File: src/sv/nnae_pkg.sv
// nnae_pkg: shared types and constants for the network accumulator evaluator.
// Holds opcodes, sequencer states, lane unit control and field widths.
// No dependencies.
package nnae_pkg;

    localparam int DEF_FEATURES = 768;
    localparam int DEF_HIDDEN   = 256;

    localparam int OP_W       = 3;
    localparam int FEAT_W     = 10;
    localparam int NEUR_W     = 8;
    localparam int VAL_W      = 16;
    localparam int SUM_W      = 32;
    localparam int HIU_W      = 9;
    localparam int CFG_IDX_W  = 1;
    localparam int CFG_DATA_W = 32;

    localparam int OUT_DIVISOR = 64 * 256;
    localparam int DIV_SHIFT   = $clog2(OUT_DIVISOR);
    localparam int SCORE_W     = SUM_W - DIV_SHIFT;

    localparam logic [CFG_IDX_W-1:0] REG_OUTPUT_BIAS   = 1'd0;
    localparam logic [CFG_IDX_W-1:0] REG_HIDDEN_IN_USE = 1'd1;

    localparam logic [HIU_W-1:0] HIU_RESET = 9'd256;

    typedef enum logic [OP_W-1:0] {
        OP_LOAD_IN_W  = 3'd0,
        OP_LOAD_BIAS  = 3'd1,
        OP_LOAD_OUT_W = 3'd2,
        OP_INIT       = 3'd3,
        OP_ADD        = 3'd4,
        OP_SUB        = 3'd5,
        OP_EVAL       = 3'd6
    } t_op;

    typedef enum logic [1:0] {
        ST_IDLE,
        ST_ISSUE,
        ST_DRAIN,
        ST_RESULT
    } t_state;

    typedef enum logic [1:0] {
        LM_COPY,
        LM_ADD,
        LM_SUB
    } t_lane_mode;

    typedef struct packed {
        t_lane_mode mode;
        logic       sum_load;
        logic       prod_en;
        logic       mac_en;
    } t_unit_ctl;

endpackage

File: src/sv/nnae_seq.sv
// nnae_seq: operation decode and lane sequencer.
// Drives memory addresses, write enables and lane unit control; uses nnae_pkg.
module nnae_seq import nnae_pkg::*; #(
    parameter int FEATURES = DEF_FEATURES,
    parameter int HIDDEN   = DEF_HIDDEN,
    localparam int LW      = (HIDDEN > 1) ? $clog2(HIDDEN) : 1,
    localparam int FDEPTH  = FEATURES * HIDDEN,
    localparam int FAW     = (FDEPTH > 1) ? $clog2(FDEPTH) : 1,
    localparam int CW      = $clog2(HIDDEN + 1)
) (
    input  logic              i_clk,
    input  logic              i_rst_n,
    input  logic              i_start,
    input  logic [OP_W-1:0]   i_op,
    input  logic [FEAT_W-1:0] i_feature,
    input  logic [NEUR_W-1:0] i_neuron,
    input  logic [HIU_W-1:0]  i_hidden_in_use,
    output logic              o_busy,
    output logic              o_fw_we,
    output logic              o_nb_we,
    output logic              o_ow_we,
    output logic [FAW-1:0]    o_fw_waddr,
    output logic [LW-1:0]     o_hw_waddr,
    output logic [FAW-1:0]    o_fw_raddr,
    output logic [LW-1:0]     o_lane_raddr,
    output logic              o_acc_we,
    output logic [LW-1:0]     o_acc_waddr,
    output t_unit_ctl         o_ctl,
    output logic              o_finish
);

    t_state          r_state;
    t_state          n_state;
    t_op             r_op;
    logic [CW-1:0]   r_count;
    logic [CW-1:0]   r_lane;
    logic [FAW-1:0]  r_faddr;
    logic            r_s1_valid;
    logic [LW-1:0]   r_s1_lane;
    logic            r_s2_valid;

    t_op             w_op;
    logic            w_accept;
    logic            w_feat_ok;
    logic            w_neur_ok;
    logic            w_run;
    logic [CW-1:0]   w_count;
    logic [FAW-1:0]  w_feat_base;
    logic            w_last;

    assign w_op        = t_op'(i_op);
    assign w_accept    = i_start && (r_state == ST_IDLE);
    assign w_feat_ok   = 32'(i_feature) < FEATURES;
    assign w_neur_ok   = 32'(i_neuron) < HIDDEN;
    assign w_count     = (32'(i_hidden_in_use) > HIDDEN) ? CW'(HIDDEN) : CW'(i_hidden_in_use);
    assign w_feat_base = FAW'(32'(i_feature) * HIDDEN);
    assign w_last      = (CW'(r_lane + 1'b1) == r_count);
    assign w_run       = w_accept && ((w_op == OP_INIT) || (w_op == OP_EVAL) ||
                         (((w_op == OP_ADD) || (w_op == OP_SUB)) && w_feat_ok));

    always_ff @(posedge i_clk) begin
        if (!i_rst_n) begin
            r_state    <= ST_IDLE;
            r_op       <= OP_LOAD_IN_W;
            r_s1_valid <= 1'b0;
            r_s2_valid <= 1'b0;
        end else begin
            r_state    <= n_state;
            r_s1_valid <= (r_state == ST_ISSUE);
            r_s2_valid <= r_s1_valid && (r_op == OP_EVAL);
            if (w_run) begin
                r_op <= w_op;
            end
        end
    end

    always_ff @(posedge i_clk) begin
        r_s1_lane <= r_lane[LW-1:0];
        if (w_run) begin
            r_count <= w_count;
            r_lane  <= '0;
            r_faddr <= w_feat_base;
        end else if (r_state == ST_ISSUE) begin
            r_lane  <= CW'(r_lane + 1'b1);
            r_faddr <= FAW'(r_faddr + 1'b1);
        end
    end

    always_comb begin
        n_state = r_state;
        unique case (r_state)
            ST_IDLE: begin
                if (w_run) begin
                    n_state = (w_count == '0) ? ST_DRAIN : ST_ISSUE;
                end
            end
            ST_ISSUE: begin
                if (w_last) begin
                    n_state = ST_DRAIN;
                end
            end
            ST_DRAIN: begin
                if (!r_s1_valid && !r_s2_valid) begin
                    n_state = (r_op == OP_EVAL) ? ST_RESULT : ST_IDLE;
                end
            end
            ST_RESULT: n_state = ST_IDLE;
            default:   n_state = ST_IDLE;
        endcase
    end

    always_comb begin
        o_busy       = (r_state != ST_IDLE);
        o_finish     = (r_state == ST_RESULT);
        o_fw_we      = w_accept && (w_op == OP_LOAD_IN_W) && w_feat_ok && w_neur_ok;
        o_nb_we      = w_accept && (w_op == OP_LOAD_BIAS) && w_neur_ok;
        o_ow_we      = w_accept && (w_op == OP_LOAD_OUT_W) && w_neur_ok;
        o_fw_waddr   = FAW'(32'(i_feature) * HIDDEN + 32'(i_neuron));
        o_hw_waddr   = LW'(i_neuron);
        o_fw_raddr   = r_faddr;
        o_lane_raddr = r_lane[LW-1:0];
        o_acc_we     = r_s1_valid && (r_op != OP_EVAL);
        o_acc_waddr  = r_s1_lane;
        o_ctl.sum_load = w_accept && (w_op == OP_EVAL);
        o_ctl.prod_en  = r_s1_valid && (r_op == OP_EVAL);
        o_ctl.mac_en   = r_s2_valid;
        case (r_op)
            OP_INIT: o_ctl.mode = LM_COPY;
            OP_SUB:  o_ctl.mode = LM_SUB;
            default: o_ctl.mode = LM_ADD;
        endcase
    end

endmodule

File: config.mk
export PLATFORM = sky130hd
export DESIGN_NAME = nnae_seq
export DESIGN_NICKNAME = d
export VERILOG_FILES = /design/src/sv/nnae_pkg.sv /design/src/sv/nnae_seq.sv
export SDC_FILE = /design/constraint.sdc
export NUM_CORES = 1
export LEC_CHECK = 0
export ABC_AREA = 1
export BUFFER_PORTS_ARGS = -buffer_cell sky130_fd_sc_hd__buf_2
export CORE_UTILIZATION = 50
export CTS_CLUSTER_SIZE = 14
export DETAILED_ROUTE_END_ITERATION = 16
export GPL_TIMING_DRIVEN = 0
export HOLD_SLACK_MARGIN = 0.08
export PLACE_DENSITY = 0.8
export SLEW_MARGIN = 30
export SYNTH_ARGS = -nofsm -noshare
export SYNTH_HDL_FRONTEND = slang
export SYNTH_SLANG_ARGS = --single-unit
File: constraint.sdc
create_clock -name i_clk -period 1.93 [get_ports i_clk]
set_input_delay 0 -clock i_clk [delete_from_list [all_inputs] [get_ports i_clk]]
set_output_delay 0 -clock i_clk [all_outputs]
set_load 0.02 [all_outputs]
==> reports/results.tsv <==
metric	value	unit
critical path's slowest cell	dlygate4sd3_1	
P&R area growth vs syn	31.1	%
Slew Viols, Final	0	
synth cell count leaders	76 x nand2_1, 49 x inv_1, 35 x buf_4	
status	completed	
die width	78.0	µm
routed wire length	6.46	mm
Post-Syn Area	2890	µm²
non-filler cells, final	565	
DR DRC count	0	
synth unique cells	43	
post-synth net total	402	
Worst Path Arrival	2.06	ns
WL per Instance	11.4	µm
Pwr Density	760	nW/µm²
fillcell total	453	
largest net degree at the start of global routing	19	
compound-gate portion of the synthesized area	0.0966	
# IOs	104	
placed wire-length estimate	4.73	mm
register bit count reported by yosys	51	
Peak VDD IR	579	µV
Switching Fraction	0.338	
relative max-transition margin	0.634	
fin crit period	1.89	ns
Die Height	78.0	µm
antenna diode count	0	
fin crit share	0.977	
sw power	0.973	mW
synth warn	0	
CP peak stage delay	0.57	ns
Synth area leaders	dfxtp_1 22%, edfxtp_1 20%, nand2_1 9.9%	
Internal	1.91	mW
Root Buffer	clkbuf_8	
clock skew	0.00773	ns
top-count cell post-synth	nand2_1	
worst setup slack after layout	0.0443	ns
post-synthesis adder-cell area fraction	0.00866	
Fin. Hold Viols	0	
post-CTS setup buffer count	0	
dpl cells	534	
dominant synthesized flop cell	dfxtp_1	
combinational power share	0.306	
clk sink count	51	
antenna violations before repair	0	
worst skew pair latency	0.29	ns
Post-synth EDFFs	19	
xor and xnor fraction of the mapped netlist area	0.0152	
# rows	27	
Via-to-Cell Ratio	4.90	
DRT Pass-1 Iters	4	
CTS tree	built	
simple-gate share of the synthesized area	0.291	
Static Leak	1.87	nW
input/output buffers	95	
core area	5540	µm²
Hold Slack	0.200	ns
H-tree Lvls	2	
Iter 0 DRT Violations	180	
worst path required time	2.11	ns
vias in the first global route	2406	
CP Class	input pin to flop	
fraction of registers with async set/reset	0	
proportion of layout cells with a drive suffix above 1	0.327	
post-synth top area cell	dfxtp_1	
Final nets	527	
final setup vio count	0	
maximum clock path buffer count	2	
first-pass GRT wire length	10.5	mm
mux contribution to synthesized area	0	
achievable frequency	530	MHz
register area share after synthesis	0.419	
part of the power in registers	0.482	
critical path cell sequence	dlygate4sd3_1 -> buf_2 -> inv_2 -> nand2_1 -> o21ai_0 -> a21oi_4 -> o21ai_0 -> dlygate4sd3_1 -> a21oi_1	
GRT Total Usage	0.218	
grt ovf	0	
Clock power frac	0.212	
routability cong.	0.862	
remaining antenna violation count	0	
worst-path fanout max	8	
FF/Latch Area	1210	µm²
Min-Delay Path Class	input pin to flop	
Initial Util	0.521	
Yosys top cell area share	0.222	
RSZ-0062 raised after global routing	yes	
die area	6090	µm²
worst slew pin tran	0.549	ns
Synth Instances	367	
main combinational cell family by area after synthesis	simple AND/OR/NAND/NOR gates	
critical path capture point type	flop	
TritonCTS buffer count	5	
DR vias	2766	
# Max-Cap Violations	0	
CP Launch Type	input pin	
area of the multi-input gates	1200	µm²
Post-Syn Area per Cell	7.87	µm²
Worst-path clk slew	0.08	ns
DP Worst Slack	-0.0163	ns
area by class of cell:
class | instances | area share
Multi-Input combinational cell | 224 | 0.316
Sequential cell | 51 | 0.320
Buffer | 39 | 0.0757
Tap cell | 72 | 0.0238
Timing Repair Buffer | 118 | 0.186
Inverter | 53 | 0.0542
Clock buffer | 7 | 0.0228
Clock inverter | 1 | 0.00132
final timing paths:
kind | startpoint | end | slack [ns] | depth (start not counted)
hold / removal | i_start | o_fw_raddr[3]$_SDFFE_PP0P_ | 0.20 | 6
setup reg to reg | r_state[0]$_SDFFE_PN0P_ | r_op[0]$_SDFFE_PN0P_ | 0.06 | 7
setup / recovery | i_op[2] | r_op[0]$_SDFFE_PN0P_ | 0.04 | 9
hold reg to reg | r_lane[6]$_SDFFE_PP0P_ | o_acc_waddr[6]$_DFF_P_ | 0.42 | 0
cells in the final DEF, fill, tap and decap left out, drive strengths merged:
| master | Yosys | final |
|---|---|---|
| ha | 2 | 2 |
| nand4 | 5 | 5 |
| clkbuf | 2 | 9 |
| inv | 52 | 52 |
| a211oi | 1 | 1 |
| xnor2 | 1 | 1 |
| dlygate4sd3 | 0 | 23 |
| a22o | 2 | 2 |
| nor4 | 2 | 2 |
| o21ai | 15 | 15 |
| nor3 | 13 | 13 |
| o31ai | 2 | 2 |
| nand2 | 78 | 78 |
| xor2 | 4 | 4 |
| nor3b | 1 | 1 |
| buf | 37 | 132 |
| a32o | 2 | 2 |
| a21oi | 16 | 16 |
| o22ai | 4 | 4 |
| nor2 | 38 | 38 |
| o21bai | 2 | 2 |
| nand3b | 3 | 3 |
| clkinv | 1 | 2 |
| or2 | 1 | 1 |
| edfxtp | 19 | 19 |
| nand3 | 30 | 30 |
| a22oi | 1 | 1 |
| dfxtp | 32 | 32 |
| and3 | 1 | 1 |
registers in the layout, summed over array words and instances (netlist names):
name	flops
r_s2_valid	1
r_op	3
o_fw_raddr	18
o_acc_waddr	8
r_state	2
r_s1_valid	1
r_count	9
r_lane	9
routing by layer:
layer	GRT usage	wire length, µm	vias to the layer above
met4	0.0870	80	0
met5	0	0	-
met2	0.380	3200	104
met1	0.273	2810	1235
li1	-	-	1420
met3	0.0291	367	7
cell families (layout without fill, tap and decap cells):
family	count (synthesis)	after routing
buf+inv	92	218
fa+ha+maj	2	2
compound gates	45	45
xor+xnor	5	5
simple gates	172	172
flops	51	51
worst max-delay path: cells and delay by family:
kind	cells	cell delay [ns]
AOI/OAI and AO/OA	4	0.67
buffers and inverters	4	1.33
and+or+nand+nor	1	0.06
what timing repair did:
| action | 4_1_cts | 5_1_grt |
|---|---|---|
| resized for setup | 1 | 4 |
| hold buffers | 23 | 0 |
| endpoints found under the setup margin | 1 | 14 |
| gates cloned | 0 | 0 |
| pin swaps | 0 | 1 |
| hold endpoints to repair | 26 | 0 |
through the flow:
stage                     area (µm²)  TNS [ns]  total power [mW]  utilization
final                           3790         0              2.88        0.684
after global routing            3790   -0.0748              3.03        0.684
after CTS                       3780         0              2.89        0.682
after detailed placement        3450   -0.0163              2.24        0.624
after global placement          3450         0              2.23        0.624
after floorplan                 2890         0              1.98            -
power by group through the flow:
stage               sequential, mW  combinational (mW)  clock [mW]
floorplan                     1.48               0.504           0
global placement              1.40               0.824           0
detailed placement            1.40               0.839           0
CTS                           1.38               0.878       0.627
global route                  1.41               0.958       0.660
finish                        1.39               0.881       0.612
Note: power is estimated with default switching activity, not from simulation.
