`config.mk`:
```
export PLATFORM = sky130hd
export DESIGN_NAME = nnae_accumulator_eval_top_placeholder
export DESIGN_NICKNAME = d
export VERILOG_FILES = /design/src/sv/nnae_pkg.sv /design/src/sv/nnae_accumulator_eval_top_placeholder.sv
export SDC_FILE = /design/constraint.sdc
export NUM_CORES = 1
export LEC_CHECK = 0
export BUFFER_PORTS_ARGS = -buffer_cell sky130_fd_sc_hd__buf_2
export CAP_MARGIN = 0
export CORE_ASPECT_RATIO = 1.75
export CORE_UTILIZATION = 49
export DETAILED_ROUTE_END_ITERATION = 7
export PLACE_DENSITY = 0.81
export SETUP_SLACK_MARGIN = 0.5
export SYNTH_ARGS = -nofsm -noshare
export SYNTH_HDL_FRONTEND = slang
export SYNTH_SLANG_ARGS = --single-unit
```
`constraint.sdc`:
```
create_clock -name i_clk -period 2.2 [get_ports i_clk]
set_input_delay 0.33 -clock i_clk [delete_from_list [all_inputs] [get_ports i_clk]]
set_output_delay 0.33 -clock i_clk [all_outputs]
set_load 0.005 [all_outputs]
```
`src/sv/nnae_pkg.sv`:
```
// nnae_pkg: shared types and constants for the network accumulator evaluator.
// Holds opcodes, sequencer states, lane unit control and field widths.
// No dependencies.
package nnae_pkg;

    localparam int DEF_FEATURES = 768;
    localparam int DEF_HIDDEN   = 256;

    localparam int OP_W       = 3;
    localparam int FEAT_W     = 10;
    localparam int NEUR_W     = 8;
    localparam int VAL_W      = 16;
    localparam int SUM_W      = 32;
    localparam int HIU_W      = 9;
    localparam int CFG_IDX_W  = 1;
    localparam int CFG_DATA_W = 32;

    localparam int OUT_DIVISOR = 64 * 256;
    localparam int DIV_SHIFT   = $clog2(OUT_DIVISOR);
    localparam int SCORE_W     = SUM_W - DIV_SHIFT;

    localparam logic [CFG_IDX_W-1:0] REG_OUTPUT_BIAS   = 1'd0;
    localparam logic [CFG_IDX_W-1:0] REG_HIDDEN_IN_USE = 1'd1;

    localparam logic [HIU_W-1:0] HIU_RESET = 9'd256;

    typedef enum logic [OP_W-1:0] {
        OP_LOAD_IN_W  = 3'd0,
        OP_LOAD_BIAS  = 3'd1,
        OP_LOAD_OUT_W = 3'd2,
        OP_INIT       = 3'd3,
        OP_ADD        = 3'd4,
        OP_SUB        = 3'd5,
        OP_EVAL       = 3'd6
    } t_op;

    typedef enum logic [1:0] {
        ST_IDLE,
        ST_ISSUE,
        ST_DRAIN,
        ST_RESULT
    } t_state;

    typedef enum logic [1:0] {
        LM_COPY,
        LM_ADD,
        LM_SUB
    } t_lane_mode;

    typedef struct packed {
        t_lane_mode mode;
        logic       sum_load;
        logic       prod_en;
        logic       mac_en;
    } t_unit_ctl;

endpackage

```
`src/sv/nnae_accumulator_eval_top_placeholder.sv`:
```
// nnae_accumulator_eval_top_placeholder: configuration register file for the evaluator.
// Holds the output bias and lane count; uses nnae_pkg.
module nnae_accumulator_eval_top_placeholder import nnae_pkg::*; (
    input  logic                  i_clk,
    input  logic                  i_rst_n,
    input  logic                  i_cfg_we,
    input  logic [CFG_IDX_W-1:0]  i_cfg_idx,
    input  logic [CFG_DATA_W-1:0] i_cfg_data,
    output logic [SUM_W-1:0]      o_output_bias,
    output logic [HIU_W-1:0]      o_hidden_in_use
);

    logic [SUM_W-1:0] r_output_bias;
    logic [HIU_W-1:0] r_hidden_in_use;

    always_ff @(posedge i_clk) begin
        if (!i_rst_n) begin
            r_output_bias   <= '0;
            r_hidden_in_use <= HIU_RESET;
        end else if (i_cfg_we) begin
            unique case (i_cfg_idx)
                REG_OUTPUT_BIAS:   r_output_bias   <= i_cfg_data[SUM_W-1:0];
                REG_HIDDEN_IN_USE: r_hidden_in_use <= i_cfg_data[HIU_W-1:0];
                default: ;
            endcase
        end
    end

    assign o_output_bias   = r_output_bias;
    assign o_hidden_in_use = r_hidden_in_use;

endmodule

```
==> flow_summary_export.csv, run 1 <==
group,metric,value,unit
synthesis,synth.net_count,207,
sta,finalCriticalPeriod,1.11,ns
sta,setup_viol,0,
place,place_congestion,0.742,
setup_path,crit_path_cell_trace,"buf_2 -> nor2b_4 -> buf_4 -> mux2i_1",
cts,cts_resized,0,
sta,final-max-slew-violation-count,0,
worst_hold_path,worstHoldPathType,"in2reg",
sta,fin_ws,1.09,ns
final_layout,antenna_cells,0,
cts,cts_max_level,2,
route,wire_per_inst,11.0,µm
run_status,status,"finished, final reports clean",
cts,cts_tree,"built",
synthesis,synth_edf_count,0,
global_routing,grt_pass1_wl,4980,µm
route,via_per_inst,4.59,
synthesis,synth.distinct_cells,11,
global_routing,antenna_found_initial,0,
route,dr.pass1.iters,3,
setup_path,critPathBufInv,2,
cts,clock_latency,0.28,ns
route,vias,1322,
final_layout,final_layout_size_suffix_gt1_share,35.9,%
setup_path,cp.required,2.41,ns
final_layout,area_delta_synth_final,26.0,%
setup_path,end_kind,"flop",
route,drcViolationCount,0,
place,dp_slack,0.760,ns
final_layout,fillers,293,
setup_path,crit_slowest_cell,"nor2b_4",
place,place_inst,280,
place,placed_area,2000,µm²
sta,worst_pin_slew,0.607,ns
synthesis,async_flop_share,0,%
cts,clock_sinks,41,
final_layout,seqCellArea,821,µm²
synthesis,synthCells,171,
route,wirelength,3180,µm
setup_path,crit_type,"in2reg",
final_layout,fin_util,65.5,%
cts,cts_root_buffer,"clkbuf_8",
floorplan,core,3180,µm²
sta,fmax,0.904,GHz
setup_path,worst-path-stages,4,
setup_path,startpoint_type,"primary input",
sta,period_share,50.3,%
floorplan,row_count,27,
synthesis,synth.avg_cell_area,9.66,µm²
synthesis,ys_seq_elements,41,
worst_hold_path,min_path_cells,3,
cts,path_clk_slew,0.07,ns
sta,worst_hold_slack,0.287,ns
setup_path,critPathArrivalTime,1.31,ns
final_layout,multi_input_area,704,µm²
sta,maxSlewHeadroom,59.5,%
cts,clockBufferDepth,2,
floorplan,dieArea,3620,µm²
global_routing,grt_max_degree,39,
synthesis,yosys.area.top_type,"dfxtp_1",
final_layout,instances_no_fill,288,
synthesis,syn_area,1650,µm²
synthesis,ys_warn_count,0,
final_layout,fin_area,2080,µm²
synthesis,netlist.area_leader.share,49.7,%
cts,cts_hold_buffers,0,
power_and_ir_drop,peakVddDrop,0.514,mV
floorplan,die_h,78.8,µm
global_routing,grtUsageTotal,18.6,%
floorplan,io-pin-count,77,
floorplan,initial_core_util,52.0,%
cts,cts_buffers,5,
sta,fin_skew,0,ns
flow_run,cap_violations,0,
power_and_ir_drop,finalPower,1.43,mW
sta,hold_violations,0,
setup_path,cpPeakStageDelay,0.34,ns
floorplan,die_x,45.9,µm
sta,setup_tns,0,ns
synthesis,yosys-top-cells-area,"dfxtp_1, mux2i_1, nand2_1, buf_12, buf_2",
sta,rsz0062_at_grt,"no",
power_and_ir_drop,p_leak,1.04,nW
global_routing,grt_overflow,0,
place,dp_hpwl,2320,µm
setup_path,path_delay_family,"buffers and inverters",
route,initialDrtViolationCount,17,
setup_path,crit_path_max_fanout,14,
synthesis,synth-seq-area-share,49.7,%
cts,cts_setup_buffers,0,
power_and_ir_drop,pwr_density_cell,685,nW/µm²
final_layout,num-nets-final,280,
global_routing,grt_pass1_vias,1198,
synthesis,yosys-top-cells-count,"nand2_1, dfxtp_1, mux2i_1",
route,drtAntennaViolNets,0,
place,portBuffers,76,
setup_path,r2r.worst_path.cells,2,
synthesis,yosysMostFrequentCell,"nand2_1",
synthesis,synth_ff_type,"dfxtp_1",
-- cell usage in the layout (no fill, tap or decap) --
| cell | count |
|---|---|
| nand2_1 | 72 |
| mux2i_1 | 40 |
| nand3_1 | 1 |
| clkbuf_1 | 1 |
| inv_1 | 1 |
| nor2b_4 | 1 |
| buf_2 | 76 |
| clkinv_2 | 2 |
| buf_4 | 2 |
| dfxtp_1 | 41 |
| o211ai_1 | 1 |
| and2_2 | 1 |
| clkbuf_8 | 5 |
| buf_12 | 1 |
-- cell type report --
type                    count  share of cell area (%)
flip-flops and latches     41                    39.4
multi-input cells         116                    33.9
repair buffers             79                    20.0
clock buffers               6                    3.49
well taps                  43                    2.59
clock inverters             2                   0.481
inverters                   1                   0.180
-- worst paths after layout --
kind | startpoint | slack, ns | endpoint
hold reg to reg | o_output_bias[15] | 0.46 | o_output_bias[15]
setup reg to reg | o_output_bias[4] | 1.60 | o_output_bias[4]
hold / removal | i_cfg_data[29] | 0.29 | o_output_bias[29]
setup / recovery | i_cfg_we | 1.09 | o_output_bias[26]
-- layer usage --
metal  GRT usage [%]  wire length, µm
met1            20.1             1360
met2            31.8             1600
met5               0                0
met3            6.14              196
met4            7.06               24
-- logic make-up after synthesis --
logic type / share of synthesized area, %
compound gates: 0.455
buf+inv: 7.65
flops: 49.7
mux: 24.2
simple gates: 18.0
-- worst register-to-register path, cell delays in order (launching register included) --
cell and delay, ns:
dfxtp_1 0.34, nand2_1 0.05, mux2i_1 0.14
-- report_power, final --
| part | internal, mW | switching [mW] |
|---|---|---|
| Combinational | 0.0904 | 0.0861 |
| Clock | 0.220 | 0.230 |
| Sequential | 0.781 | 0.0186 |
-- sequential cells by signal (all words and copies together) (netlist names) --
register and cells:
o_output_bias 32, o_hidden_in_use 9
No activity file was read; power rests on OpenSTA's default activity.
==> run 2: changes to the inputs <==
--- a/config.mk
+++ b/config.mk
@@ -8,9 +8,9 @@
 export BUFFER_PORTS_ARGS = -buffer_cell sky130_fd_sc_hd__buf_2
 export CAP_MARGIN = 0
 export CORE_ASPECT_RATIO = 1.75
-export CORE_UTILIZATION = 49
+export CORE_UTILIZATION = 41
 export DETAILED_ROUTE_END_ITERATION = 7
-export PLACE_DENSITY = 0.81
+export PLACE_DENSITY = 0.73
 export SETUP_SLACK_MARGIN = 0.5
 export SYNTH_ARGS = -nofsm -noshare
 export SYNTH_HDL_FRONTEND = slang
==> constraint.sdc (replaced) <==
create_clock -name i_clk -period 1 [get_ports i_clk]
set_input_delay 0.15 -clock i_clk [delete_from_list [all_inputs] [get_ports i_clk]]
set_output_delay 0.15 -clock i_clk [all_outputs]
set_load 0.005 [all_outputs]
==> run 2 against run 1 <==
Net effect: total power rose by 130%; wire length rose by 17%; register-to-register slack got worse by 1.4 ns; clock-buffer cell count did not move; flip-flop and latch count did not move; global-route usage fell by 0.48 points; sequential power rose by 120%; first-iteration DRC count rose by 24%; critical path type is now reg2out.
==> flow_summary_export.csv, run 2 (synthesis gave the netlist of run 1 again) <==
group,metric,value,unit
sta,hold_violations,0,
cts,cts_max_level,2,
setup_path,cpPeakStageDelay,0.33,ns
floorplan,die_h,86.0,µm
setup_path,crit_start,"o_output_bias[16]",
sta,maxSlewHeadroom,90.1,%
cts,cts_buffers,5,
cts,clock_sinks,41,
worst_hold_path,worstHoldPathType,"in2reg",
setup_path,startpoint_type,"flop",
final_layout,fin_util,62.4,%
power_and_ir_drop,clock_power_share,31.0,%
sta,fin_skew,0,ns
power_and_ir_drop,power.switching,0.812,mW
setup_path,end_kind,"primary output",
power_and_ir_drop,peakVddDrop,1.20,mV
route,vias,1379,
setup_path,critPathArrivalTime,0.73,ns
route,wirelength,3720,µm
sta,setup_tns,0,ns
final_layout,final_layout_size_suffix_gt1_share,55.7,%
cts,clockBufferDepth,2,
cts,clock_latency,0.29,ns
route,via_per_inst,4.55,
final_layout,fin_area,2410,µm²
setup_path,r2r-end,"o_output_bias[15]",
power_and_ir_drop,p_int,2.52,mW
floorplan,core,3870,µm²
cts,cts_tree,"built",
setup_path,r2r.worst_path.cells,4,
sta,fmax,1.13,GHz
power_and_ir_drop,pwr-share-seq,53.5,%
setup_path,path_delay_family,"flip-flops",
place,place_congestion,0.672,
route,dr.pass1.iters,3,
floorplan,io-pin-count,77,
route,initialDrtViolationCount,21,
global_routing,grt_pass1_wl,5810,µm
floorplan,dieArea,4300,µm²
flow_run,cap_violations,0,
sta,period_share,88.4,%
place,dp_hpwl,2450,µm
run_status,status,"finished, final reports clean",
setup_path,rrSetupSlack,0.25,ns
global_routing,grtUsageTotal,18.1,%
final_layout,instances_no_fill,303,
setup_path,cp.required,0.85,ns
global_routing,antenna_found_initial,0,
route,drcViolationCount,0,
setup_path,crit_type,"reg2out",
cts,path_clk_slew,0.08,ns
power_and_ir_drop,p_comb_share,15.5,%
cts,cts_root_buffer,"clkbuf_8",
final_layout,largest_reg_flops,32,
sta,worst_pin_slew,0.144,ns
final_layout,antenna_cells,0,
setup_path,crit_path_max_fanout,2,
setup_path,worst-path-stages,1,
setup_path,crit_slowest_cell,"dfxtp_2",
global_routing,grt_pass1_vias,1318,
power_and_ir_drop,p_leak,1.16,nW
setup_path,critPathBufInv,1,
final_layout,final_cell_mix,"nand2_1, buf_2, dfxtp_2",
final_layout,layout_commonest_cell,"nand2_1",
floorplan,die_x,50.0,µm
place,place_inst,286,
place,portBuffers,76,
sta,final-max-slew-violation-count,0,
route,wire_per_inst,12.3,µm
setup_path,r2r-start,"o_output_bias[15]",
route,drtAntennaViolNets,0,
sta,setup_viol,0,
place,placed_area,2050,µm²
floorplan,initial_core_util,42.7,%
floorplan,row_count,30,
sta,finalCriticalPeriod,0.884,ns
setup_path,crit_path_cell_trace,"buf_2",
global_routing,grt_max_degree,38,
setup_path,endpoint,"o_output_bias[16]",
global_routing,grt_overflow,0,
power_and_ir_drop,pwr_density_cell,1380,nW/µm²
power_and_ir_drop,switching_share,24.4,%
final_layout,num-nets-final,290,
final_layout,area_delta_synth_final,46.0,%
sta,rsz0062_at_grt,"yes",
## run 2: cell count changes in the layout (fill, tap and decap cells not counted), sizes merged
cell	before	now
buf	79	89
## run 2: layer usage
layer | GRT usage (%) | part of all wire (%)
met2 | 32.8 | 54
met1 | 18.0 | 39
met3 | 6.21 | 5.3
met4 | 8.57 | 1.3
met5 | 0 | 0
## run 2: cell type report
type	count	area (µm²)
Clock inverter	2	10.0
Timing Repair Buffer	89	679
Clock buffer	6	72.6
Sequential cell	41	872
Tap cell	48	60.1
Inverter	1	3.75
Multi-Input combinational cell	116	713
Fill cell	348	1460
## run 2: how the worst min path moves through the flow
stage / slack (ns) / cells past startpoint / startpoint / to
2_1_floorplan: 0.29 / 2 / i_cfg_data[10] / o_output_bias[10]
3_3_place_gp: 0.40 / 3 / i_cfg_data[13] / o_output_bias[13]
3_5_place_dp: 0.40 / 3 / i_cfg_data[13] / o_output_bias[13]
4_1_cts: 0.08 / 3 / i_cfg_data[13] / o_output_bias[13]
5_1_grt: 0.07 / 3 / i_cfg_data[16] / o_output_bias[16]
6_report: 0.09 / 3 / i_cfg_data[13] / o_output_bias[13]
## run 2: stage by stage
step	hold slack, ns	power [mW]	setup slack [ns]
final	0.0873	3.33	0.116
after global routing	0.0685	3.50	0.0771
after CTS	0.0804	3.36	0.102
after detailed placement	0.405	2.22	0.0490
after global placement	0.397	2.21	0.0922
after floorplan	0.292	2.05	0.238
## run 2: what timing repair did
action,in CTS,in global routing
endpoints found under the setup margin,82,82
hold buffers,0,0
buffers inserted,5,2
cloned,2,0
pin swaps,1,0
gates resized for setup,54,9
## run 2: power by group through the flow
| stage | clock network [mW] | registers (mW) | logic (mW) |
|---|---|---|---|
| 4_1_cts | 1.08 | 1.78 | 0.496 |
| 2_1_floorplan | 0 | 1.80 | 0.250 |
| 6_report | 1.03 | 1.78 | 0.515 |
| 3_5_place_dp | 0 | 1.80 | 0.422 |
| 3_3_place_gp | 0 | 1.79 | 0.413 |
| 5_1_grt | 1.15 | 1.79 | 0.560 |
