===== src/sv/nnae_pkg.sv =====
// nnae_pkg: shared types and constants for the network accumulator evaluator.
// Holds opcodes, sequencer states, lane unit control and field widths.
// No dependencies.
package nnae_pkg;

    localparam int DEF_FEATURES = 768;
    localparam int DEF_HIDDEN   = 256;

    localparam int OP_W       = 3;
    localparam int FEAT_W     = 10;
    localparam int NEUR_W     = 8;
    localparam int VAL_W      = 16;
    localparam int SUM_W      = 32;
    localparam int HIU_W      = 9;
    localparam int CFG_IDX_W  = 1;
    localparam int CFG_DATA_W = 32;

    localparam int OUT_DIVISOR = 64 * 256;
    localparam int DIV_SHIFT   = $clog2(OUT_DIVISOR);
    localparam int SCORE_W     = SUM_W - DIV_SHIFT;

    localparam logic [CFG_IDX_W-1:0] REG_OUTPUT_BIAS   = 1'd0;
    localparam logic [CFG_IDX_W-1:0] REG_HIDDEN_IN_USE = 1'd1;

    localparam logic [HIU_W-1:0] HIU_RESET = 9'd256;

    typedef enum logic [OP_W-1:0] {
        OP_LOAD_IN_W  = 3'd0,
        OP_LOAD_BIAS  = 3'd1,
        OP_LOAD_OUT_W = 3'd2,
        OP_INIT       = 3'd3,
        OP_ADD        = 3'd4,
        OP_SUB        = 3'd5,
        OP_EVAL       = 3'd6
    } t_op;

    typedef enum logic [1:0] {
        ST_IDLE,
        ST_ISSUE,
        ST_DRAIN,
        ST_RESULT
    } t_state;

    typedef enum logic [1:0] {
        LM_COPY,
        LM_ADD,
        LM_SUB
    } t_lane_mode;

    typedef struct packed {
        t_lane_mode mode;
        logic       sum_load;
        logic       prod_en;
        logic       mac_en;
    } t_unit_ctl;

endpackage


===== src/sv/nnae_lane_unit.sv =====
// nnae_lane_unit: shared lane arithmetic (copy, add, subtract, ReLU multiply-accumulate).
// Registered product and output sum; uses nnae_pkg.
module nnae_lane_unit import nnae_pkg::*; (
    input  logic                    i_clk,
    input  t_unit_ctl               i_ctl,
    input  logic [SUM_W-1:0]        i_bias,
    input  logic signed [VAL_W-1:0] i_acc,
    input  logic signed [VAL_W-1:0] i_in_w,
    input  logic signed [VAL_W-1:0] i_nb,
    input  logic signed [VAL_W-1:0] i_ow,
    output logic signed [VAL_W-1:0] o_lane,
    output logic [SUM_W-1:0]        o_sum
);

    logic signed [VAL_W:0]     w_relu;
    logic signed [2*VAL_W:0]   w_prod;
    logic [SUM_W-1:0]          r_prod;
    logic [SUM_W-1:0]          r_sum;

    assign w_relu = i_acc[VAL_W-1] ? '0 : {1'b0, i_acc};
    assign w_prod = w_relu * i_ow;

    always_ff @(posedge i_clk) begin
        if (i_ctl.prod_en) begin
            r_prod <= w_prod[SUM_W-1:0];
        end
        if (i_ctl.sum_load) begin
            r_sum <= i_bias;
        end else if (i_ctl.mac_en) begin
            r_sum <= r_sum + r_prod;
        end
    end

    always_comb begin
        case (i_ctl.mode)
            LM_COPY: o_lane = i_nb;
            LM_SUB:  o_lane = i_acc - i_in_w;
            default: o_lane = i_acc + i_in_w;
        endcase
    end

    assign o_sum = r_sum;

endmodule


===== config.mk =====
export PLATFORM = sky130hd
export DESIGN_NAME = nnae_lane_unit
export DESIGN_NICKNAME = d
export VERILOG_FILES = /design/src/sv/nnae_pkg.sv /design/src/sv/nnae_lane_unit.sv
export SDC_FILE = /design/constraint.sdc
export NUM_CORES = 1
export LEC_CHECK = 0
export ABC_AREA = 1
export BUFFER_PORTS_ARGS = -buffer_cell sky130_fd_sc_hd__buf_4
export CORE_MARGIN = 4
export CORE_UTILIZATION = 56
export DETAILED_ROUTE_END_ITERATION = 10
export PLACE_DENSITY = 0.83
export SLEW_MARGIN = 20
export SYNTH_ARGS = -nofsm -noshare
export SYNTH_HDL_FRONTEND = slang
export SYNTH_SLANG_ARGS = --single-unit

===== constraint.sdc =====
create_clock -name i_clk -period 6.09 [get_ports i_clk]
set_clock_uncertainty 0.1 [all_clocks]
set_input_delay 1.218 -clock i_clk [delete_from_list [all_inputs] [get_ports i_clk]]
set_output_delay 1.218 -clock i_clk [all_outputs]
set_load 0.01 [all_outputs]

==> results of run 1 <==
power by group through the flow:
stage / combinational (uW) / clock (uW) / sequential [uW]
after floorplan: 4040 / 0 / 958
after global placement: 6240 / 0 / 960
after detailed placement: 6380 / 0 / 969
after CTS: 6870 / 484 / 960
after global routing: 8830 / 509 / 975
final: 8120 / 484 / 962
final cells by class:
class | instances | area [sq um]
Sequential cell | 64 | 1920
Inverter | 446 | 1770
Clock buffer | 9 | 225
Multi-Input combinational cell | 1489 | 11900
Fill cell | 1980 | 6280
Tap cell | 330 | 413
Clock inverter | 7 | 53.8
Timing Repair Buffer | 357 | 2860
flip-flops by register name, summed over array words and instances, names as in the netlist:
register  cells
r_prod       32
o_sum        32
worst max-delay path, stage by stage:
cell and delay (ns):
buf_8 0.08, clkinvlp_4 0.13, buf_12 0.17, buf_12 0.12, nand2_8 0.08, buf_6 0.11, nor2_2 0.04, fa_1 0.52
fa_1 0.53, fa_1 0.58, fa_1 0.45, fa_1 0.54, inv_1 0.06, fa_1 0.49, inv_2 0.05, ha_4 0.31
nand2_4 0.07, inv_4 0.07, nand3_4 0.08, buf_6 0.13, nor3_4 0.18, nand3_2 0.13, nand4_1 0.11, nand2_1 0.05
per-layer routing:
metal  vias up  global-route usage, %
li1       6871                      -
met1      6748                   36.7
met2       555                   57.9
met3       146                   3.35
met4         0                   14.7
met5         -                      0
synth_stat cells, drive strengths merged:
| cell | instances | area [sq um] |
|---|---|---|
| edfxtp | 64 | 1920 |
| a31oi | 1 | 6.26 |
| o31ai | 1 | 7.51 |
| or2 | 9 | 56.3 |
| a21boi | 2 | 15.0 |
| nor2 | 225 | 855 |
| clkinv | 10 | 37.5 |
| nand3b | 7 | 52.6 |
| fa | 182 | 3640 |
| a21oi | 75 | 398 |
| nor3b | 1 | 12.5 |
| nand2b | 1 | 13.8 |
| o211ai | 1 | 7.51 |
| nand3 | 93 | 485 |
| nand4 | 7 | 43.8 |
| and2 | 2 | 12.5 |
| nor3 | 17 | 95.1 |
| inv | 436 | 1640 |
| nand2 | 583 | 2230 |
| buf | 3 | 15.0 |
| clkbuf | 25 | 93.8 |
| xor2 | 29 | 254 |
| nor4 | 1 | 6.26 |
| ha | 168 | 2100 |
| o21ai | 50 | 262 |
| a21o | 10 | 75.1 |
| o21bai | 6 | 45.0 |
| xnor2 | 18 | 158 |
cells in the final DEF, fill, tap and decap left out, types with 27 or more instances in the layout:
cell type    n
a21oi_1     49
buf_4      326
edfxtp_1    64
fa_1       169
ha_1       152
inv_1      395
inv_2       31
nand2_1    523
nand2_2     36
nand3_1     79
nor2_1     189
xor2_1      27
stage by stage:
stage                     utilization (%)  hold WS (ns)  setup slack (ns)  instances  setup TNS [ns]
after global placement               69.3         0.524            -0.740       2664          -10.81
after global routing                 75.3         0.594            -0.338       2702           -5.06
final                                75.3         0.555            -0.222       2702           -2.24
after detailed placement             69.3         0.540            -0.802       2664          -12.77
after CTS                            72.1         0.556            -0.166       2681           -1.46
after floorplan                         -         0.499           -0.0134       2027         -0.0605
path summary, 6_finish.rpt:
kind         startpoint    endpoint  slack (ns)
max           i_acc[15]  r_prod[25]       -0.22
min           r_prod[0]    o_sum[0]        0.55
max reg2reg    o_sum[0]   o_sum[28]        3.57
min reg2reg   r_prod[0]    o_sum[0]        0.55
logic make-up after synthesis:
logic type,after synthesis
adders and majority gates,350
and+or+nand+nor,946
AOI/OAI and AO/OA,146
xor gates and xnor gates,47
buffers and inverters,474
DFF,64
repair_timing:
action,CTS,global route
gates resized for setup,98,185
gates cloned,0,0
setup buffers,1,21
setup endpoints to repair,21,22
pin swaps,20,74
==> results.py, run 1 <==
metrics = {
    "die": {
        "io_pins": 150,
        "dieWidth_um": 169,
        "die_area_sq_mm": 0.0286,
        "fp-row-count": 58,
        "die_y_um": 169,
        "initial_utilization_pct": 57.3,
        "core_sq_mm": 0.0254,
    },
    "setup_path": {
        "worstPathRequired_ns": 6.08,
        "crit_type": "input port to register",
        "cp_max_fo": 4,
        "reg2reg_depth": 13,
        "start_kind": "input port",
        "cp_data_arrival_time_ns": 6.30,
        "end_kind": "register",
    },
    "power": {
        "p_leak_uw": 0.0103,
        "p_clk_share_pct": 5.1,
        "power_density_mw_per_mm2": 500,
        "share_comb_of_total_power_pct": 84.9,
        "totalPowerFinal_uw": 9560,
        "p_int_uw": 4540,
        "seqPwrFrac_pct": 10.1,
        "p_switching_uw": 5020,
        "ir_drop_mv": 0.374,
        "switching_share_pct": 52.5,
    },
    "place": {
        "port_buffers": 149,
        "placed_cell_area_sq_mm": 0.0176,
        "hpwl_mm": 39.4,
        "place_congestion": 0.970,
    },
    "global_routing": {
        "track_usage_pct": 31.4,
        "antenna_found_initial": 0,
        "globalRouteOverflowTotal": 0,
        "grt_pass1_wl_mm": 72.2,
        "grt_max_degree": 45,
        "grt_pass1_vias": 14911,
    },
    "cells_and_area": {
        "n_antenna_cell": 0,
        "synthToLayoutAreaGrowth_pct": 31.5,
        "drive_gt1_share_pct": 26.0,
        "nNetsFinal": 2819,
        "stdcell_area_sq_mm": 0.0191,
    },
    "routing": {
        "dr.pass1.iters": 5,
        "wl_met3_mm": 2.24,
        "met2_length_mm": 23.2,
        "vias": 14320,
        "avgRoutedWirePerCell_um": 17.0,
        "routed_wl_mm": 45.9,
        "drc_errors": 0,
        "top_layer": "met4",
        "initialDrtViolationCount": 863,
        "via_per_inst": 5.30,
        "antenna_left": 0,
        "m1WireLength_mm": 17.9,
    },
    "logic_synthesis": {
        "synth_seq_area_share_pct": 13.2,
        "synth_top_family_by_area": "adder cells",
        "synth_cells": 2027,
        "syn-cell-area_sq_mm": 0.0145,
        "synth.area.mux_share_pct": 0,
        "synth-compound-area-share_pct": 5.61,
        "ys_warn_count": 0,
        "yosys.area_share.adder_pct": 39.5,
        "synth_cell_types": 39,
        "yosys.area_share.simple_pct": 26.6,
        "synth-seq-cells": 64,
        "synth_xor_area_share_pct": 2.83,
        "syn_nets": 2479,
        "syn_avg_cell_area_sq_um": 7.17,
    },
    "worst_hold_path": {
        "min_delay_path_depth": 3,
        "hold_class": "register to register",
    },
    "status": {
        "violations": "setup timing",
        "status": "finished with violations",
    },
    "cts": {
        "clock_path_buffers": 2,
        "ctsHoldBuffers": 0,
        "numCtsBuffers": 9,
        "cts_sinks": 64,
        "clock_latency_ns": 0.33,
        "clk_pin_slew_ns": 0.06,
        "cts-root-buf": "clkbuf_16",
        "htreeDepth": 3,
        "cts_tree": "done",
    },
    "timing": {
        "setup_viol": 18,
        "hold_violations": 0,
        "worst_slew_pin_slew_ns": 0.883,
        "fmax_ghz": 0.158,
        "slew_viol_final": 0,
        "rsz0062_at_grt": "yes",
        "setup_slack_ns": -0.222,
        "period_share_pct": 104,
        "fin_crit_ns": 6.31,
        "max_slew_margin_pct": 41.1,
    },
    "flow_run": {
        "cap_violations": 0,
    },
}
Note: power is estimated with default switching activity, not from simulation.
==> run 2: changes to the inputs <==
--- a/config.mk
+++ b/config.mk
@@ -6,11 +6,12 @@
 export NUM_CORES = 1
 export LEC_CHECK = 0
 export ABC_AREA = 1
+export ABC_CLOCK_PERIOD_IN_PS = 6090
 export BUFFER_PORTS_ARGS = -buffer_cell sky130_fd_sc_hd__buf_4
 export CORE_MARGIN = 4
-export CORE_UTILIZATION = 56
+export CORE_UTILIZATION = 40
 export DETAILED_ROUTE_END_ITERATION = 10
-export PLACE_DENSITY = 0.83
+export PLACE_DENSITY = 0.64
 export SLEW_MARGIN = 20
 export SYNTH_ARGS = -nofsm -noshare
 export SYNTH_HDL_FRONTEND = slang
==> run 2 against run 1 <==
Compared with the run above:
- the run still ends with setup timing left
- first-iteration DRC count down 26%
- non-clock buffer count down 31
- sequential share of layout area up 0.33 points
- total power down 11%
- count of clock-buffer cells in the layout up 2
- maximum frequency up 1.6%
- sequential power about the same
- combinational power down 13%
- core utilization down 23 points
- largest power group unchanged
- die area up 38%
- global-route usage down 9.1 points
- flip-flop and latch count unchanged
==> results.py, run 2 (synthesis results as in run 1) <==
metrics = {
    "status": {
        "status": "finished with violations",
        "violations": "setup timing",
    },
    "routing": {
        "avgRoutedWirePerCell_um": 15.5,
        "vias": 13580,
        "initialDrtViolationCount": 639,
        "via_per_inst": 4.85,
        "antenna_left": 0,
        "routed_wl_mm": 43.4,
        "dr.pass1.iters": 5,
        "drc_errors": 0,
    },
    "timing": {
        "setup_slack_ns": -0.124,
        "setup_viol": 16,
        "slew_viol_final": 0,
        "fmax_ghz": 0.161,
        "rsz0062_at_grt": "yes",
        "hold_violations": 0,
        "worst_hold_slack_ns": 0.539,
        "fin_crit_ns": 6.21,
        "period_share_pct": 102,
        "worst_slew_pin_slew_ns": 0.840,
        "max_slew_margin_pct": 43.9,
    },
    "place": {
        "hpwl_mm": 38.6,
        "dp_slack_ns": -0.703,
        "place_congestion": 0.973,
        "port_buffers": 149,
    },
    "cts": {
        "ctsHoldBuffers": 0,
        "clk_pin_slew_ns": 0.05,
        "numCtsBuffers": 9,
        "cts_tree": "done",
        "clock_latency_ns": 0.34,
        "cts-root-buf": "clkbuf_16",
        "htreeDepth": 3,
        "clock_path_buffers": 2,
        "cts_sinks": 64,
    },
    "cells_and_area": {
        "multi_input_area_sq_mm": 0.0115,
        "drive_gt1_share_pct": 21.7,
        "synthToLayoutAreaGrowth_pct": 27.3,
        "final_common_cell": "nand2_1",
        "area.sequential_sq_mm": 0.00192,
        "fillers": 3537,
        "nNetsFinal": 2788,
        "final_cell_mix": "548 x nand2_1, 414 x inv_1, 316 x buf_4, 205 x nor2_1, 170 x fa_1",
        "n_antenna_cell": 0,
    },
    "global_routing": {
        "track_usage_pct": 22.4,
        "grt_max_degree": 45,
        "globalRouteOverflowTotal": 0,
        "antenna_found_initial": 0,
        "grt_pass1_vias": 14058,
        "grt_pass1_wl_mm": 70.7,
    },
    "die": {
        "io_pins": 150,
        "fp-row-count": 69,
        "die_y_um": 199,
        "die_area_sq_mm": 0.0395,
        "core_sq_mm": 0.0357,
        "initial_utilization_pct": 40.7,
        "dieWidth_um": 199,
    },
    "setup_path": {
        "start_kind": "input port",
        "worstPathRequired_ns": 6.08,
        "crit_family": "adder cells",
        "end_kind": "register",
        "r2r_end": "o_sum[28]",
        "reg2reg_slack_ns": 3.66,
        "cp-endpoint": "r_prod[24]",
        "slowest_stage": "fa_1",
        "regToRegStartpoint": "o_sum[0]",
        "cp_max_fo": 6,
        "critical_path_depth": 23,
        "crit_chain": "buf_8 -> clkinvlp_4 -> nand2_2 -> buf_6 -> nor2_1 -> fa_1 -> inv_1 -> fa_1 -> fa_1 -> fa_1 -> inv_1 -> fa_1 -> inv_1 -> fa_1 -> inv_1 -> ha_4 -> nand2_2 -> inv_2 -> a21oi_4 -> nor2_1 -> o21ai_1 -> nand3_2 -> xor2_1",
        "cp_data_arrival_time_ns": 6.20,
        "crit_type": "input port to register",
        "crit_path_start": "i_acc[15]",
        "worst-path-buf-inv": 8,
        "reg2reg_depth": 13,
        "crit_top_cell": "fa_1",
        "max_stage_delay_ns": 0.58,
    },
    "power": {
        "switching_share_pct": 51.7,
        "ir_drop_mv": 0.400,
        "p_int_uw": 4100,
        "seqPwrFrac_pct": 11.3,
        "p_clk_share_pct": 5.2,
        "p_leak_uw": 0.0101,
        "power_density_mw_per_mm2": 459,
        "share_comb_of_total_power_pct": 83.4,
        "p_switching_uw": 4390,
    },
    "worst_hold_path": {
        "hold_class": "register to register",
    },
    "flow_run": {
        "cap_violations": 0,
    },
}
[run 2: cell types whose count changed in the layout (fill, tap and decap cells not counted), moves of 10 or more]
cell | previous run | this run
nand2_1 | 523 | 548
nand2_2 | 36 | 24
buf_4 | 326 | 316
inv_1 | 395 | 414
nor2_1 | 189 | 205
inv_2 | 31 | 18
buf_6 | 23 | 4
[run 2: cell type report]
class,instances,share of cell area [%]
inverters,446,9.23
repair buffers,326,13.6
clock buffers,11,1.26
well taps,461,3.12
clock inverters,4,0.122
flip-flops and latches,64,10.4
multi-input cells,1489,62.3
[run 2: timing repair]
| item | CTS | global route |
|---|---|---|
| pin swaps | 32 | 12 |
| endpoints found under the setup margin | 21 | 22 |
| hold endpoints to repair | 0 | 0 |
| gates resized for setup | 99 | 40 |
| setup buffers | 2 | 0 |
[run 2: power by group through the flow]
stage / registers (uW) / clock network, uW / logic, uW
final: 963 / 445 / 7080
after global routing: 982 / 472 / 7910
after CTS: 966 / 457 / 6840
after detailed placement: 974 / 0 / 6250
after global placement: 969 / 0 / 6190
after floorplan: 958 / 0 / 4040
[run 2: stage by stage]
stage	instances	TNS (ns)	power, uW	area (sq um)	utilization, %
detailed placement	2784	-12.19	7230	17700	49.5
floorplan	2027	-0.0605	5000	14800	-
global route	2801	-5.14	9370	18500	51.8
global placement	2784	-10.63	7160	17700	49.5
CTS	2801	-0.751	8260	18300	51.3
finish	2801	-1.14	8490	18500	51.8
[run 2: worst register-to-register path: stages, from the launching register on]
cell and delay, ns:
edfxtp_1 0.35, ha_1 0.20, inv_1 0.07, fa_1 0.35
inv_1 0.11, nand3_1 0.08, nand3_1 0.18, nand3_1 0.10
nand3_1 0.23, nand2_1 0.11, nand2_1 0.09, nand2_1 0.05
nand3_1 0.08, nand2_1 0.07
[run 2: how the worst min path moves through the flow]
stage	from	endpoint	slack [ns]	cells after the start
after floorplan	r_prod[0]	o_sum[0]	0.50	3
after global placement	r_prod[0]	o_sum[0]	0.53	3
after detailed placement	r_prod[0]	o_sum[0]	0.53	3
after CTS	r_prod[0]	o_sum[0]	0.55	3
after global routing	r_prod[0]	o_sum[0]	0.57	3
final	r_prod[0]	o_sum[0]	0.54	3
[run 2: per-layer routing]
metal	wire [um]	track usage, %	share of wire [%]
met2	20900	39.5	48
met4	1450	7.07	3.3
met3	2130	2.30	4.9
met1	18900	28.9	44
met5	0	0	0
==> run 3: changes to the inputs <==
--- a/config.mk
+++ b/config.mk
@@ -12,6 +12,7 @@
 export CORE_UTILIZATION = 40
 export DETAILED_ROUTE_END_ITERATION = 10
 export PLACE_DENSITY = 0.64
+export SKIP_CTS_REPAIR_TIMING = 1
 export SLEW_MARGIN = 20
 export SYNTH_ARGS = -nofsm -noshare
 export SYNTH_HDL_FRONTEND = slang
==> run 3 against run 2 <==
Compared with the run above:
- global-route usage decreased by 0.28 points
- count of clock-buffer cells in the layout unchanged
- the flow still finishes with violations (setup timing)
- flip-flop and latch count unchanged
- critical endpoint is now r_prod[16]
- worst setup slack got worse by 0.032 ns
- combinational power increased by 3.7%
==> results.py, run 3 (synthesis results as in run 1) <==
metrics = {
    "timing": {
        "max_slew_margin_pct": 43.7,
        "setup_slack_ns": -0.156,
        "hold_violations": 0,
        "setup_viol": 17,
        "period_share_pct": 103,
        "slew_viol_final": 0,
        "fmax_ghz": 0.160,
        "rsz0062_at_grt": "yes",
        "worst_slew_pin_slew_ns": 0.843,
        "fin_crit_ns": 6.25,
    },
    "place": {
        "hpwl_mm": 38.6,
        "place_congestion": 0.973,
        "dp_cells": 2784,
        "dp_slack_ns": -0.703,
        "placed_cell_area_sq_mm": 0.0177,
        "port_buffers": 149,
    },
    "flow_run": {
        "cap_violations": 0,
    },
    "die": {
        "io_pins": 150,
        "die_area_sq_mm": 0.0395,
        "core_sq_mm": 0.0357,
        "fp-row-count": 69,
        "initial_utilization_pct": 40.7,
        "dieWidth_um": 199,
        "die_y_um": 199,
    },
    "routing": {
        "antenna_left": 0,
        "routed_wl_mm": 43.7,
        "vias": 13651,
        "dr.pass1.iters": 5,
        "initialDrtViolationCount": 640,
        "avgRoutedWirePerCell_um": 15.6,
        "drc_errors": 0,
        "via_per_inst": 4.86,
    },
    "cts": {
        "htreeDepth": 3,
        "numCtsBuffers": 9,
        "cts-root-buf": "clkbuf_16",
        "clk_pin_slew_ns": 0.05,
        "cts_tree": "done",
        "cts_sinks": 64,
        "clock_latency_ns": 0.34,
        "clock_path_buffers": 2,
    },
    "setup_path": {
        "cp_max_fo": 6,
        "start_kind": "input port",
        "reg2reg_depth": 13,
        "regToRegStartpoint": "o_sum[0]",
        "cp_data_arrival_time_ns": 6.23,
        "worstPathRequired_ns": 6.08,
        "crit_type": "input port to register",
        "r2r_end": "o_sum[28]",
        "cp-endpoint": "r_prod[16]",
        "crit_path_start": "i_acc[15]",
        "reg2reg_slack_ns": 3.66,
        "end_kind": "register",
    },
    "global_routing": {
        "grt_pass1_vias": 13964,
        "grt_max_degree": 45,
        "grt_pass1_wl_mm": 69.9,
        "globalRouteOverflowTotal": 0,
        "track_usage_pct": 22.1,
        "antenna_found_initial": 0,
    },
    "worst_hold_path": {
        "hold_class": "register to register",
    },
    "cells_and_area": {
        "final_cell_mix": "535 x nand2_1, 410 x inv_1, 318 x buf_4, 201 x nor2_1, 165 x fa_1",
        "n_antenna_cell": 0,
        "fin_cells": 2808,
        "final_common_cell": "nand2_1",
        "synthToLayoutAreaGrowth_pct": 29.4,
        "nNetsFinal": 2795,
        "stdcell_area_sq_mm": 0.0188,
        "drive_gt1_share_pct": 23.5,
    },
    "power": {
        "p_leak_uw": 0.0101,
        "ir_drop_mv": 0.403,
        "power_density_mw_per_mm2": 465,
    },
    "status": {
        "status": "finished with violations",
        "violations": "setup timing",
    },
}
## run 3: cell types whose count changed in the layout (fill, tap and decap cells not counted), sizes merged
cell    delta
buf        +7
inv        +2
clkinv     -2
## run 3: through the flow
step,power (uW),utilization (%),setup TNS (ns),hold WS [ns]
global route,9630,52.7,-5.29,0.571
floorplan,5000,-,-0.0605,0.499
global placement,7160,49.5,-10.63,0.527
detailed placement,7230,49.5,-12.19,0.533
CTS,7730,50.2,-4.14,0.547
finish,8750,52.7,-1.50,0.539
## run 3: final cells by class
| type | instances | area, sq um |
|---|---|---|
| multi-input combinational | 1489 | 11700 |
| fill | 3498 | 16900 |
| timing repair buffer | 333 | 2600 |
| tap | 461 | 577 |
| clock buffer | 11 | 233 |
| sequential | 64 | 1920 |
| clock inverter | 4 | 22.5 |
| inverter | 446 | 1720 |
## run 3: where the power goes
part	total, uW	switching (uW)	internal (uW)
logic	7340	4240	3100
clock network	446	175	270
registers	965	126	839
total	8750	4540	4210
## run 3: worst min path at each step
stage                    from  depth (start not counted)  slack (ns)       end
floorplan           r_prod[0]                          3        0.50  o_sum[0]
global placement    r_prod[0]                          3        0.53  o_sum[0]
detailed placement  r_prod[0]                          3        0.53  o_sum[0]
CTS                 r_prod[0]                          3        0.55  o_sum[0]
global route        r_prod[0]                          3        0.57  o_sum[0]
finish              r_prod[0]                          3        0.54  o_sum[0]
## run 3: worst max-delay path: stages
cell	delay (ns)
buf_8	0.08
clkinvlp_4	0.19
buf_12	0.23
nand2_4	0.10
nor2_1	0.07
fa_1	0.55
inv_1	0.05
fa_2	0.43
fa_1	0.54
inv_1	0.07
fa_1	0.49
fa_1	0.49
inv_1	0.05
fa_1	0.47
inv_1	0.06
ha_4	0.30
nand2_2	0.10
nor2_2	0.13
inv_2	0.08
nor3_4	0.21
buf_4	0.14
a21oi_2	0.05
xnor2_1	0.12
## run 3: metal layers
layer,global-route usage (%),vias to the layer above,part of all wire [%]
li1,-,6816,-
met1,28.7,6384,44
met2,39.0,390,49
met3,2.13,61,5.0
met4,6.94,0,2.9
met5,0,-,0
